$ cat config.mk
export PLATFORM = sky130hd
export DESIGN_NAME = scalar_kalman_filter
export DESIGN_NICKNAME = d
export VERILOG_FILES = /design/src/hw/rtl/kf_pkg.sv /design/src/hw/rtl/kf_div.sv /design/src/hw/rtl/kf_mac.sv /design/src/hw/rtl/scalar_kalman_filter.sv
export SDC_FILE = /design/constraint.sdc
export NUM_CORES = 1
export LEC_CHECK = 0
export ABC_AREA = 1
export BUFFER_PORTS_ARGS = -buffer_cell sky130_fd_sc_hd__clkbuf_2
export CAP_MARGIN = 10
export CORE_ASPECT_RATIO = 2
export CORE_UTILIZATION = 55
export DETAILED_ROUTE_END_ITERATION = 16
export PLACE_DENSITY = 0.81
export SETUP_SLACK_MARGIN = 0.1
export SLEW_MARGIN = 15
export SYNTH_ARGS = -nofsm -noshare
export SYNTH_HDL_FRONTEND = slang
export SYNTH_HIERARCHICAL = 1
export SYNTH_SLANG_ARGS = --single-unit
$ cat constraint.sdc
create_clock -name clk -period 7.09 [get_ports clk]
set_input_delay 0.709 -clock clk [delete_from_list [all_inputs] [get_ports clk]]
set_output_delay 0.709 -clock clk [all_outputs]
set_load 0.02 [all_outputs]
$ cat src/hw/rtl/kf_pkg.sv
// Package for the scalar Kalman filter: shared types, register codes and
// fixed-point constants. Used by every module of the block.

package kf_pkg;

	localparam int KF_FRAC_BITS = 16;
	localparam int KF_DATA_W    = 24;

	localparam logic [KF_DATA_W-1:0] KF_COV_MAX  = 24'hFFFFFF;
	localparam logic [KF_DATA_W-1:0] KF_PN_RESET = 24'd655;
	localparam logic [KF_DATA_W-1:0] KF_MN_RESET = 24'd6554;

	localparam logic signed [KF_DATA_W+2:0] KF_EST_MAX = 27'sd8388607;
	localparam logic signed [KF_DATA_W+2:0] KF_EST_MIN = -27'sd8388608;

	typedef enum logic [0:0] {
		REG_PROCESS_NOISE     = 1'b0,
		REG_MEASUREMENT_NOISE = 1'b1
	} kf_reg_t;

	typedef enum logic [2:0] {
		ST_IDLE,
		ST_DIV,
		ST_GAIN,
		ST_MUL,
		ST_DONE
	} kf_state_t;

	typedef struct packed {
		logic load;
		logic step;
	} kf_seq_t;

endpackage

$ cat src/hw/rtl/kf_div.sv
// Restoring divider producing one quotient bit per cycle while seq.step is high, for the filter gain.
// Depends on kf_pkg for the sequencing struct.

module kf_div import kf_pkg::*; #(
	parameter int FRAC_BITS = KF_FRAC_BITS
) (
	input  logic                     clk,
	input  logic                     arst_n,
	input  kf_seq_t                  seq,
	input  logic [KF_DATA_W-1:0]     dividend,
	input  logic [KF_DATA_W:0]       divisor,
	output logic [FRAC_BITS:0]       quotient
);

	logic [KF_DATA_W:0]   rem_q;
	logic [KF_DATA_W:0]   dvs_q;
	logic [FRAC_BITS:0]   quo_q;
	logic                 first_q;
	logic [KF_DATA_W+1:0] trial;
	logic [KF_DATA_W+1:0] diff;
	logic                 ge;

	assign trial = first_q ? {1'b0, rem_q} : {rem_q, 1'b0};
	assign ge    = trial >= {1'b0, dvs_q};
	assign diff  = trial - {1'b0, dvs_q};

	always_ff @(posedge clk or negedge arst_n) begin
		if (!arst_n) begin
			first_q <= 1'b0;
		end else if (seq.load) begin
			first_q <= 1'b1;
		end else if (seq.step) begin
			first_q <= 1'b0;
		end
	end

	always_ff @(posedge clk) begin
		if (seq.load) begin
			rem_q <= {1'b0, dividend};
			dvs_q <= divisor;
			quo_q <= '0;
		end else if (seq.step) begin
			rem_q <= ge ? diff[KF_DATA_W:0] : trial[KF_DATA_W:0];
			quo_q <= {quo_q[FRAC_BITS-1:0], ge};
		end
	end

	assign quotient = quo_q;

endmodule

$ cat src/hw/rtl/kf_mac.sv
// Bit-serial shift-add multiplier that returns the product floored by
// 2^FRAC_BITS, consuming one multiplier bit per cycle while seq.step is high. Depends on kf_pkg.

module kf_mac import kf_pkg::*; #(
	parameter int FRAC_BITS = KF_FRAC_BITS,
	parameter int MW        = KF_DATA_W + 1
) (
	input  logic                  clk,
	input  kf_seq_t               seq,
	input  logic                  last,
	input  logic [FRAC_BITS:0]    multiplier,
	input  logic signed [MW-1:0]  multiplicand,
	output logic signed [MW:0]    product
);

	logic [FRAC_BITS:0]   mpy_q;
	logic signed [MW-1:0] mcand_q;
	logic signed [MW:0]   acc_q;
	logic signed [MW:0]   addend;
	logic signed [MW:0]   sum;

	assign addend = mpy_q[0] ? {mcand_q[MW-1], mcand_q} : '0;
	assign sum    = acc_q + addend;

	always_ff @(posedge clk) begin
		if (seq.load) begin
			mpy_q   <= multiplier;
			mcand_q <= multiplicand;
			acc_q   <= '0;
		end else if (seq.step) begin
			mpy_q <= mpy_q >> 1;
			acc_q <= last ? sum : (sum >>> 1);
		end
	end

	assign product = acc_q;

endmodule

$ cat src/hw/rtl/scalar_kalman_filter.sv
// Scalar Kalman filter top level: stream ports, configuration registers,
// filter state and the step sequencer. Depends on kf_pkg, kf_div and kf_mac.
//
// Usage: each sample request on the slave stream runs one filter step and
// yields one estimate request on the master stream. Noise registers are
// written through the plain write port while the block is idle; this is a
// rule for the user that the block itself does not enforce. A sample is
// taken only when the sequencer is idle. The gain divider then runs, the
// gain state loads the gain and its complement into the two serial
// multipliers, and these run one bit of each per cycle. The estimate is
// registered in the done state once the output register is free, and the
// next sample can be taken in the cycle after that, so the block takes no
// new sample until the previous step is finished.
// The output register lets a new sample be accepted while the previous
// estimate waits. If the receiver stalls, the finished step holds until the
// output register is free and the filter state is updated only then.
// Reset loads the default noise values, a zero estimate and a covariance of
// one, and leaves both streams empty.

module scalar_kalman_filter import kf_pkg::*; #(
	parameter int FRACTION_BITS = KF_FRAC_BITS
) (
	input  logic                        clk,
	input  logic                        arst_n,
	input  logic                        s_tvalid,
	output logic                        s_tready,
	input  logic signed [KF_DATA_W-1:0] s_tdata,   // sample
	output logic                        m_tvalid,
	input  logic                        m_tready,
	output logic signed [KF_DATA_W-1:0] m_tdata,   // estimate
	input  logic                        cfg_wr_en,
	input  logic [0:0]                  cfg_addr,
	input  logic [KF_DATA_W-1:0]        cfg_wdata
);

	localparam int CW = $clog2(FRACTION_BITS + 1);
	localparam logic [CW-1:0] CNT_LAST = CW'(FRACTION_BITS);
	localparam logic [FRACTION_BITS:0] ONE_G = (FRACTION_BITS + 1)'(1) << FRACTION_BITS;
	localparam logic [KF_DATA_W-1:0] COV_RESET = (FRACTION_BITS >= KF_DATA_W) ?
		KF_COV_MAX : KF_DATA_W'(ONE_G);

	kf_state_t state_q, state_d;
	logic [CW-1:0] cnt_q;

	logic [KF_DATA_W-1:0] pn_q, mn_q;
	logic signed [KF_DATA_W-1:0] last_est_q;
	logic [KF_DATA_W-1:0] last_cov_q;

	logic [KF_DATA_W-1:0]        p_pred_q;
	logic                        denom_zero_q;
	logic signed [KF_DATA_W:0]   innov_q;

	logic [KF_DATA_W:0]          cov_sum;
	logic [KF_DATA_W-1:0]        p_pred;
	logic [KF_DATA_W:0]          denom;
	logic signed [KF_DATA_W:0]   innov;

	logic                        out_valid_q;
	logic signed [KF_DATA_W-1:0] out_q;

	logic                        in_fire, out_free, done_fire, mul_last;
	kf_seq_t                     div_seq, mac_seq;
	logic [FRACTION_BITS:0]      quotient, gain, comp;
	logic signed [KF_DATA_W+1:0] acc_est, acc_cov;
	logic signed [KF_DATA_W+2:0] est_wide;
	logic signed [KF_DATA_W-1:0] est_next;

	assign cov_sum = {1'b0, last_cov_q} + {1'b0, pn_q};
	assign p_pred  = cov_sum[KF_DATA_W] ? KF_COV_MAX : cov_sum[KF_DATA_W-1:0];
	assign denom   = {1'b0, p_pred} + {1'b0, mn_q};
	assign innov   = {s_tdata[KF_DATA_W-1], s_tdata} - {last_est_q[KF_DATA_W-1], last_est_q};

	assign in_fire   = s_tvalid && s_tready;
	assign out_free  = !out_valid_q || m_tready;
	assign mul_last  = cnt_q == CNT_LAST;

	always_ff @(posedge clk or negedge arst_n) begin
		if (!arst_n) begin
			pn_q <= KF_PN_RESET;
			mn_q <= KF_MN_RESET;
		end else if (cfg_wr_en) begin
			unique case (kf_reg_t'(cfg_addr))
				REG_PROCESS_NOISE:     pn_q <= cfg_wdata;
				REG_MEASUREMENT_NOISE: mn_q <= cfg_wdata;
				default: ;
			endcase
		end
	end

	always_comb begin
		state_d = state_q;
		unique case (state_q)
			ST_IDLE: if (s_tvalid) state_d = ST_DIV;
			ST_DIV:  if (mul_last) state_d = ST_GAIN;
			ST_GAIN: state_d = ST_MUL;
			ST_MUL:  if (mul_last) state_d = ST_DONE;
			ST_DONE: if (out_free) state_d = ST_IDLE;
			default: state_d = ST_IDLE;
		endcase
	end

	always_comb begin
		s_tready     = 1'b0;
		div_seq      = '0;
		mac_seq      = '0;
		done_fire    = 1'b0;
		unique case (state_q)
			ST_IDLE: begin
				s_tready     = 1'b1;
				div_seq.load = s_tvalid;
			end
			ST_DIV:  div_seq.step = 1'b1;
			ST_GAIN: mac_seq.load = 1'b1;
			ST_MUL:  mac_seq.step = 1'b1;
			ST_DONE: done_fire = out_free;
			default: ;
		endcase
	end

	always_ff @(posedge clk or negedge arst_n) begin
		if (!arst_n) begin
			state_q <= ST_IDLE;
			cnt_q   <= '0;
		end else begin
			state_q <= state_d;
			if (state_q != state_d) begin
				cnt_q <= '0;
			end else if (state_q == ST_DIV || state_q == ST_MUL) begin
				cnt_q <= cnt_q + 1'b1;
			end
		end
	end

	always_ff @(posedge clk) begin
		if (in_fire) begin
			p_pred_q     <= p_pred;
			denom_zero_q <= denom == '0;
			innov_q      <= innov;
		end
	end

	kf_div #(
		.FRAC_BITS (FRACTION_BITS)
	) u_div (
		.clk      (clk),
		.arst_n   (arst_n),
		.seq      (div_seq),
		.dividend (p_pred),
		.divisor  (denom),
		.quotient (quotient)
	);

	assign gain = denom_zero_q ? '0 : quotient;
	assign comp = ONE_G - gain;

	kf_mac #(
		.FRAC_BITS (FRACTION_BITS),
		.MW        (KF_DATA_W + 1)
	) u_mac_est (
		.clk          (clk),
		.seq          (mac_seq),
		.last         (mul_last),
		.multiplier   (gain),
		.multiplicand (innov_q),
		.product      (acc_est)
	);

	kf_mac #(
		.FRAC_BITS (FRACTION_BITS),
		.MW        (KF_DATA_W + 1)
	) u_mac_cov (
		.clk          (clk),
		.seq          (mac_seq),
		.last         (mul_last),
		.multiplier   (comp),
		.multiplicand ($signed({1'b0, p_pred_q})),
		.product      (acc_cov)
	);

	assign est_wide = {{3{last_est_q[KF_DATA_W-1]}}, last_est_q}
		+ {acc_est[KF_DATA_W+1], acc_est};

	always_comb begin
		if (est_wide > KF_EST_MAX) begin
			est_next = KF_EST_MAX[KF_DATA_W-1:0];
		end else if (est_wide < KF_EST_MIN) begin
			est_next = KF_EST_MIN[KF_DATA_W-1:0];
		end else begin
			est_next = est_wide[KF_DATA_W-1:0];
		end
	end

	always_ff @(posedge clk or negedge arst_n) begin
		if (!arst_n) begin
			last_est_q  <= '0;
			last_cov_q  <= COV_RESET;
			out_valid_q <= 1'b0;
		end else if (done_fire) begin
			last_est_q  <= est_next;
			last_cov_q  <= acc_cov[KF_DATA_W-1:0];
			out_valid_q <= 1'b1;
		end else if (m_tready) begin
			out_valid_q <= 1'b0;
		end
	end

	always_ff @(posedge clk) begin
		if (done_fire) begin
			out_q <= est_next;
		end
	end

	assign m_tvalid = out_valid_q;
	assign m_tdata  = out_q;

	a_accept_starts_div: assert property (@(posedge clk) disable iff (!arst_n)
		in_fire |=> state_q == ST_DIV)
		else $error("accepted sample did not start the divider");

	a_gain_in_range: assert property (@(posedge clk) disable iff (!arst_n)
		state_q == ST_GAIN |-> gain <= ONE_G)
		else $error("gain exceeds one");

	a_cov_bounded: assert property (@(posedge clk) disable iff (!arst_n)
		state_q == ST_DONE |-> (acc_cov >= 0 && acc_cov <= $signed({2'b00, p_pred_q})))
		else $error("updated covariance outside the predicted range");

	a_zero_denom_holds: assert property (@(posedge clk) disable iff (!arst_n)
		(state_q == ST_DONE && denom_zero_q) |-> est_next == last_est_q)
		else $error("estimate moved with a zero gain denominator");

endmodule

==> summary.txt, run 1 <==
Run status
  • Status: finished, final reports clean

Floorplanning
  • Die Area: 50100 sq um
  • Die Y: 316 um
  • I/O pins: 80
  • Die Wd: 159 um
  • FP Rows: 114
  • Initial Util: 55.9%
  • Core Footprint: 48400 sq um

GRT
  • First-pass GRT wire length: 131000 um
  • Total grt overflow: 0
  • Vias in the first global route: 24800
  • Largest net degree at the start of global routing: 72
  • Antenna violations before repair: 0
  • All-Layer GR Usage: 34.5%

Clocking
  • CTS resizes: 0
  • # hold bufs at CTS: 0
  • CTS Buf Count: 37
  • Clock sink count: 383
  • Clock transition at path regs: 70 ps
  • Clock root cell: clkbuf_16
  • Post-CTS Setup Repair Bufs: 0
  • H-Tree Depth: 2
  • CTS tree: done
  • Clock Path Buffers: 3
  • Clk Latency, worst-skew pair: 570 ps

Routing
  • Wire per inst: 18.9 um
  • WL final: 85700 um
  • Via count: 24800
  • DRC violations left: 0
  • Iteration-0 DRC Markers: 1620
  • Antenna Nets Post-Route: 0
  • Vias per cell: 5.46
  • Detailed Routing Iterations Pass 1: 7

Yosys
  • Mapped Nets: 4051
  • Syn Area/Cell: 7.09 sq um
  • Sequential share of the synthesized area: 38.1%
  • Synth Cell Area: 27000 sq um
  • #FFs+latches synth: 383
  • Async SR Flop Fraction: 27.7%
  • Synth unique cells: 62
  • Post-Syn Instances: 3811
  • Top_reg_cell synth: edfxtp_1
  • EDFF count, synth: 207
  • Total number of yosys warnings: 6

Setup path
  • FF-to-FF path depth: 20
  • Crit path buffers/inverters: 0
  • Max incr delay on CP: 690 ps
  • R2r startpoint: pn_q[13]
  • Max FO, Critical Path: 11
  • Worst path cell trace: ha_1 -> a21oi_1 -> o21ai_0 -> a21oi_1 -> nand3_1 -> a211oi_2 -> nand2_1 -> ha_1 -> fa_1 -> nand3_1 -> nand2_1 -> nand3_1 -> nand2_1 -> nand2_1 -> nand3_1 -> xor2_1 -> nand2_1 -> nor2_1 -> nand3_1 -> nor2_1
  • CP Capture Type: register
  • Capturing point of the worst reg2reg path: denom_zero_q
  • Worst setup SP type: register
  • Setup slack, reg-to-reg: 2170 ps
  • Worst path arrival time: 5330 ps
  • Setup CP Type: reg -> reg
  • Worst path slowest cell: a211oi_2
  • Worst endpoint required time: 7500 ps
  • Delay-heaviest family, CP: simple AND/OR/NAND/NOR gates

Place
  • Final GP Congestion: 1.03
  • Port Buf Inserts: 79
  • Detailed placement HPWL: 67900 um

Timing
  • Hold Violations, Final: 0
  • Clock skew: 27.3 ps
  • Max-slew headroom: 27.3%
  • Final setup viols: 0
  • Fmax: 203 MHz
  • Slew of the pin with the lowest slew margin: 1090 ps
  • WHS: 139 ps
  • Max Slew Vio Count: 0
  • Setup_tns: 0 ps
  • RSZ-0062 raised after global routing: false
  • Final min period: 4920 ps
  • Fin crit share: 69.4%

Pwr
  • Total power: 9.88 mW
  • VDD IR max: 248 uV
  • Pleak: 15.3 nW
  • Pwr/cell area: 338 nW/um^2

Cells and area
  • Ant diodes: 0
  • Fillers: 4564
  • Share of cells above drive strength 1: 7.03%
  • Synthesis-to-layout area growth: 8.25%
  • Final #Nets: 4109

Hold path
  • Hold Crit Class: in -> async

Flow run
  • Max_cap viols: 0
## state kept, by name, indices dropped and copies added (netlist names), 3 cells and up
register and flops:
state_q 3, u_div/dvs_q 25, u_mac_est/mpy_q 17, u_mac_cov/product 26, u_mac_cov/mcand_q 25, last_cov_q 24, cnt_q 5, u_mac_cov/mpy_q 17
u_div/rem_q 25, innov_q 25, mn_q 24, pn_q 24, p_pred_q 24, m_tdata 24, last_est_q 24, u_mac_est/mcand_q 25
u_mac_est/product 26, u_div/quotient 17
## how the worst max path moves through the flow
stage                     slack, ps  startpoint  cells after the start                 end
after global routing           1750     pn_q[7]                     23        denom_zero_q
final                          2170    pn_q[13]                     20        denom_zero_q
after CTS                      2170     pn_q[0]                     20        denom_zero_q
after detailed placement       2220     pn_q[0]                     20        denom_zero_q
after global placement         2250     pn_q[0]                     20        denom_zero_q
after floorplan                1280  state_q[2]                      3  u_mac_cov/mpy_q[0]
## metal layers
layer	vias to the layer above	global-route usage, %	wire length (um)
met4	0	40.3	11400
met2	809	64.8	44400
met5	-	0	0
met3	371	3.41	3170
li1	12300	-	-
met1	11300	29.7	26700
## per-stage QoR
| step | area [sq um] | utilization (%) | worst slack [ps] | instances |
|---|---|---|---|---|
| finish | 29300 | 60.5 | 2170 | 4536 |
| global placement | 28000 | 57.9 | 2250 | 4468 |
| detailed placement | 28000 | 57.9 | 2220 | 4468 |
| floorplan | 27000 | - | 1280 | 3811 |
| global route | 29300 | 60.5 | 1750 | 4536 |
| CTS | 29300 | 60.5 | 2170 | 4536 |
## final cells by class
class                      instances  area [sq um]  share of cell area (%)
clock buffer                      44           993                    3.39
clock inverter                    24           272                   0.928
inverter                         582          2190                    7.48
multi-input combinational       2769         14200                    48.5
sequential                       383         10300                    35.2
tap                              638           798                    2.73
timing repair buffer              96           526                    1.80
## cells in the mapped netlist, types with 58 or more instances
| library cell | number | area, sq um |
|---|---|---|
| edfxtp_1 | 207 | 6220 |
| inv_1 | 568 | 2130 |
| dfrtp_1 | 92 | 2300 |
| nor2_1 | 265 | 995 |
| xor2_1 | 73 | 639 |
| clkbuf_1 | 58 | 218 |
| ha_1 | 179 | 2240 |
| a21oi_1 | 162 | 811 |
| o21ai_0 | 151 | 756 |
| nand2_1 | 1355 | 5090 |
| nand3_1 | 281 | 1410 |
| dfxtp_1 | 70 | 1400 |
## layout by cell type, fill, tap and decap left out, types with 5 or more instances in the layout
cell type / n
and2_1: 11
nand4_1: 52
clkbuf_16: 38
nor3_1: 22
nor2_1: 264
or2_2: 21
edfxtp_1: 207
inv_2: 10
xnor2_1: 34
a21o_1: 18
buf_4: 18
fa_1: 7
clkinv_1: 7
nor2_2: 15
xor2_1: 73
nor4_1: 5
inv_1: 567
ha_1: 179
a21oi_1: 162
o21ai_0: 151
o21bai_1: 12
a31oi_1: 5
nand2_2: 32
nand2_1: 1354
dfrtp_1: 92
o21ai_1: 6
clkbuf_2: 78
dfstp_2: 14
dfxtp_1: 70
nand3_1: 281
nand3b_1: 10
nand3_2: 6
## kinds of logic after synthesis
group	after synthesis	share of synthesized area (%)
adder cells (fa/ha/maj)	186	8.80
XOR/XNOR	107	3.47
multiplexers	2	0.0740
AO/OA/AOI/OAI	379	7.63
flip-flops	383	38.1
buffers and inverters	659	9.48
other	1	0.0139
AND/OR/NAND/NOR	2094	32.5
## where the power goes
part / switching (mW) / internal, mW
sequential: 0.356 / 2.93
clock: 0.923 / 1.17
combinational: 3.04 / 1.46
Note: power is estimated with default switching activity, not from simulation.
==> run 2, diff against run 1 <==
--- a/config.mk
+++ b/config.mk
@@ -11,7 +11,7 @@
 export CORE_ASPECT_RATIO = 2
 export CORE_UTILIZATION = 55
 export DETAILED_ROUTE_END_ITERATION = 16
-export PLACE_DENSITY = 0.81
+export PLACE_DENSITY = 0.84
 export SETUP_SLACK_MARGIN = 0.1
 export SLEW_MARGIN = 15
 export SYNTH_ARGS = -nofsm -noshare
==> constraint.sdc (replaced) <==
create_clock -name clk -period 4.5 [get_ports clk]
set_input_delay 0.45 -clock clk [delete_from_list [all_inputs] [get_ports clk]]
set_output_delay 0.45 -clock clk [all_outputs]
set_load 0.02 [all_outputs]
==> run 2 against run 1 <==
Non-clock buffer count up 46. Register-to-register slack got worse by 1900 ps. Combinational power increased by 64%. Worst hold slack lost 100 ps.
==> summary.txt, run 2 (same netlist as run 1, synthesis figures left out) <==
Clocking
  • Clock root cell: clkbuf_16
  • CTS tree: done
  • Clock transition at path regs: 70 ps
  • Clock Path Buffers: 3
  • Clk Latency, worst-skew pair: 560 ps
  • H-Tree Depth: 2
  • # hold bufs at CTS: 0
  • CTS Buf Count: 36
  • Clock sink count: 383

Timing
  • Fmax: 237 MHz
  • Fin crit share: 93.7%
  • Clock skew: 27.6 ps
  • Hold Violations, Final: 0
  • Slew of the pin with the lowest slew margin: 988 ps
  • Max Slew Vio Count: 0
  • Final setup margin: 283 ps
  • RSZ-0062 raised after global routing: false
  • Max-slew headroom: 34.1%
  • Final setup viols: 0
  • Final min period: 4220 ps
  • Setup_tns: 0 ps
  • WHS: 35.1 ps

Place
  • DP Cell Count: 4507
  • Pre-CTS WS: 52.8 ps
  • Placed cell areas: 28300 sq um
  • Detailed placement HPWL: 70500 um
  • Port Buf Inserts: 79
  • Final GP Congestion: 1.04

Floorplanning
  • Initial Util: 55.9%
  • FP Rows: 114
  • Die Y: 316 um
  • Die Area: 50100 sq um
  • I/O pins: 80
  • Die Wd: 159 um
  • Core Footprint: 48400 sq um

Routing
  • Iteration-0 DRC Markers: 1705
  • Detailed Routing Iterations Pass 1: 6
  • Wire per inst: 19.4 um
  • Antenna Nets Post-Route: 0
  • WL final: 89000 um
  • DRC violations left: 0
  • Via count: 25200
  • Vias per cell: 5.50

Flow run
  • Max_cap viols: 0

Cells and area
  • Non-Filler Instances: 4580
  • Share of cells above drive strength 1: 9.36%
  • Final Instance Area: 29900 sq um
  • Synthesis-to-layout area growth: 10.6%
  • Post-layout util: 61.8%
  • Most common library cell in the layout ignoring fill and taps: nand2_1
  • Most frequent cells in the layout: nand2_1, inv_1, nand3_1
  • Ant diodes: 0
  • Final #Nets: 4154

GRT
  • Antenna violations before repair: 0
  • Largest net degree at the start of global routing: 72
  • All-Layer GR Usage: 35.6%
  • First-pass GRT wire length: 135000 um
  • Vias in the first global route: 25400
  • Total grt overflow: 0

Pwr
  • VDD IR max: 417 uV
  • Pwr/cell area: 531 nW/um^2
  • Pleak: 15.5 nW
  • Total power: 15.9 mW

Setup path
  • Worst path cell trace: ha_1 -> fa_1 -> nand2_1 -> o21ai_2 -> nand4_1 -> nand3_4 -> a211oi_4 -> buf_6 -> nand3_1 -> ha_4 -> buf_4 -> nand2_1 -> nor2_2 -> inv_1 -> nor3_2 -> nand3_1 -> nand3_1 -> nand2_1 -> nand2_1 -> nand2_1 -> nor2_1 -> nand3_1 -> nor2_1
  • Crit path buffers/inverters: 3
  • Worst path slowest cell: fa_1
  • Setup slack, reg-to-reg: 280 ps
  • CP Capture Type: register
  • Max FO, Critical Path: 5
  • Worst path arrival time: 4620 ps
  • Worst setup SP type: register
  • Most used cell, CP: nand2_1
  • Max incr delay on CP: 400 ps
  • Delay-heaviest family, CP: simple AND/OR/NAND/NOR gates
  • Worst endpoint required time: 4900 ps
  • Setup CP Type: reg -> reg

Run status
  • Status: finished, final reports clean

Hold path
  • Hold Crit Class: in -> async
## run 2: worst paths after layout
kind / start / end / depth (start not counted)
hold reg to reg: innov_q[0] / u_mac_est/mcand_q[0] / 0
setup reg to reg: last_cov_q[0] / denom_zero_q / 23
hold / removal: arst_n / last_cov_q[14] / 1
min in group clk: cfg_wdata[8] / mn_q[8] / 3
max in group asynchronous: arst_n / mn_q[23] / 2
setup / recovery: last_cov_q[0] / denom_zero_q / 23
## run 2: report_power, final
part	internal, mW	switching (mW)	total (mW)
Clock	1.91	1.41	3.33
Sequential	4.61	0.552	5.17
Combinational	2.42	4.96	7.38
## run 2: layer usage
metal  vias to the layer above  track usage, %  wire, um
met3                       384            3.79      3510
met2                       862            69.1     47700
met1                     11600            29.8     27100
met5                         -               0         0
li1                      12300               -         -
met4                         0            37.8     10700
## run 2: what timing repair did
| action | CTS | global route |
|---|---|---|
| pin swaps | 0 | 12 |
| endpoints found under the setup margin | 1 | 14 |
| buffers inserted | 0 | 5 |
| endpoints found under the hold margin | 0 | 0 |
| resized for setup | 3 | 72 |
| cloned | 0 | 2 |
## run 2: area by class of cell
| class | instances | area (sq um) |
|---|---|---|
| clock buffers | 46 | 1020 |
| clock inverters | 20 | 248 |
| fillers | 4512 | 18500 |
| inverters | 582 | 2190 |
| multi-input cells | 2769 | 14500 |
| flip-flops and latches | 383 | 10300 |
| well taps | 638 | 798 |
| repair buffers | 142 | 882 |
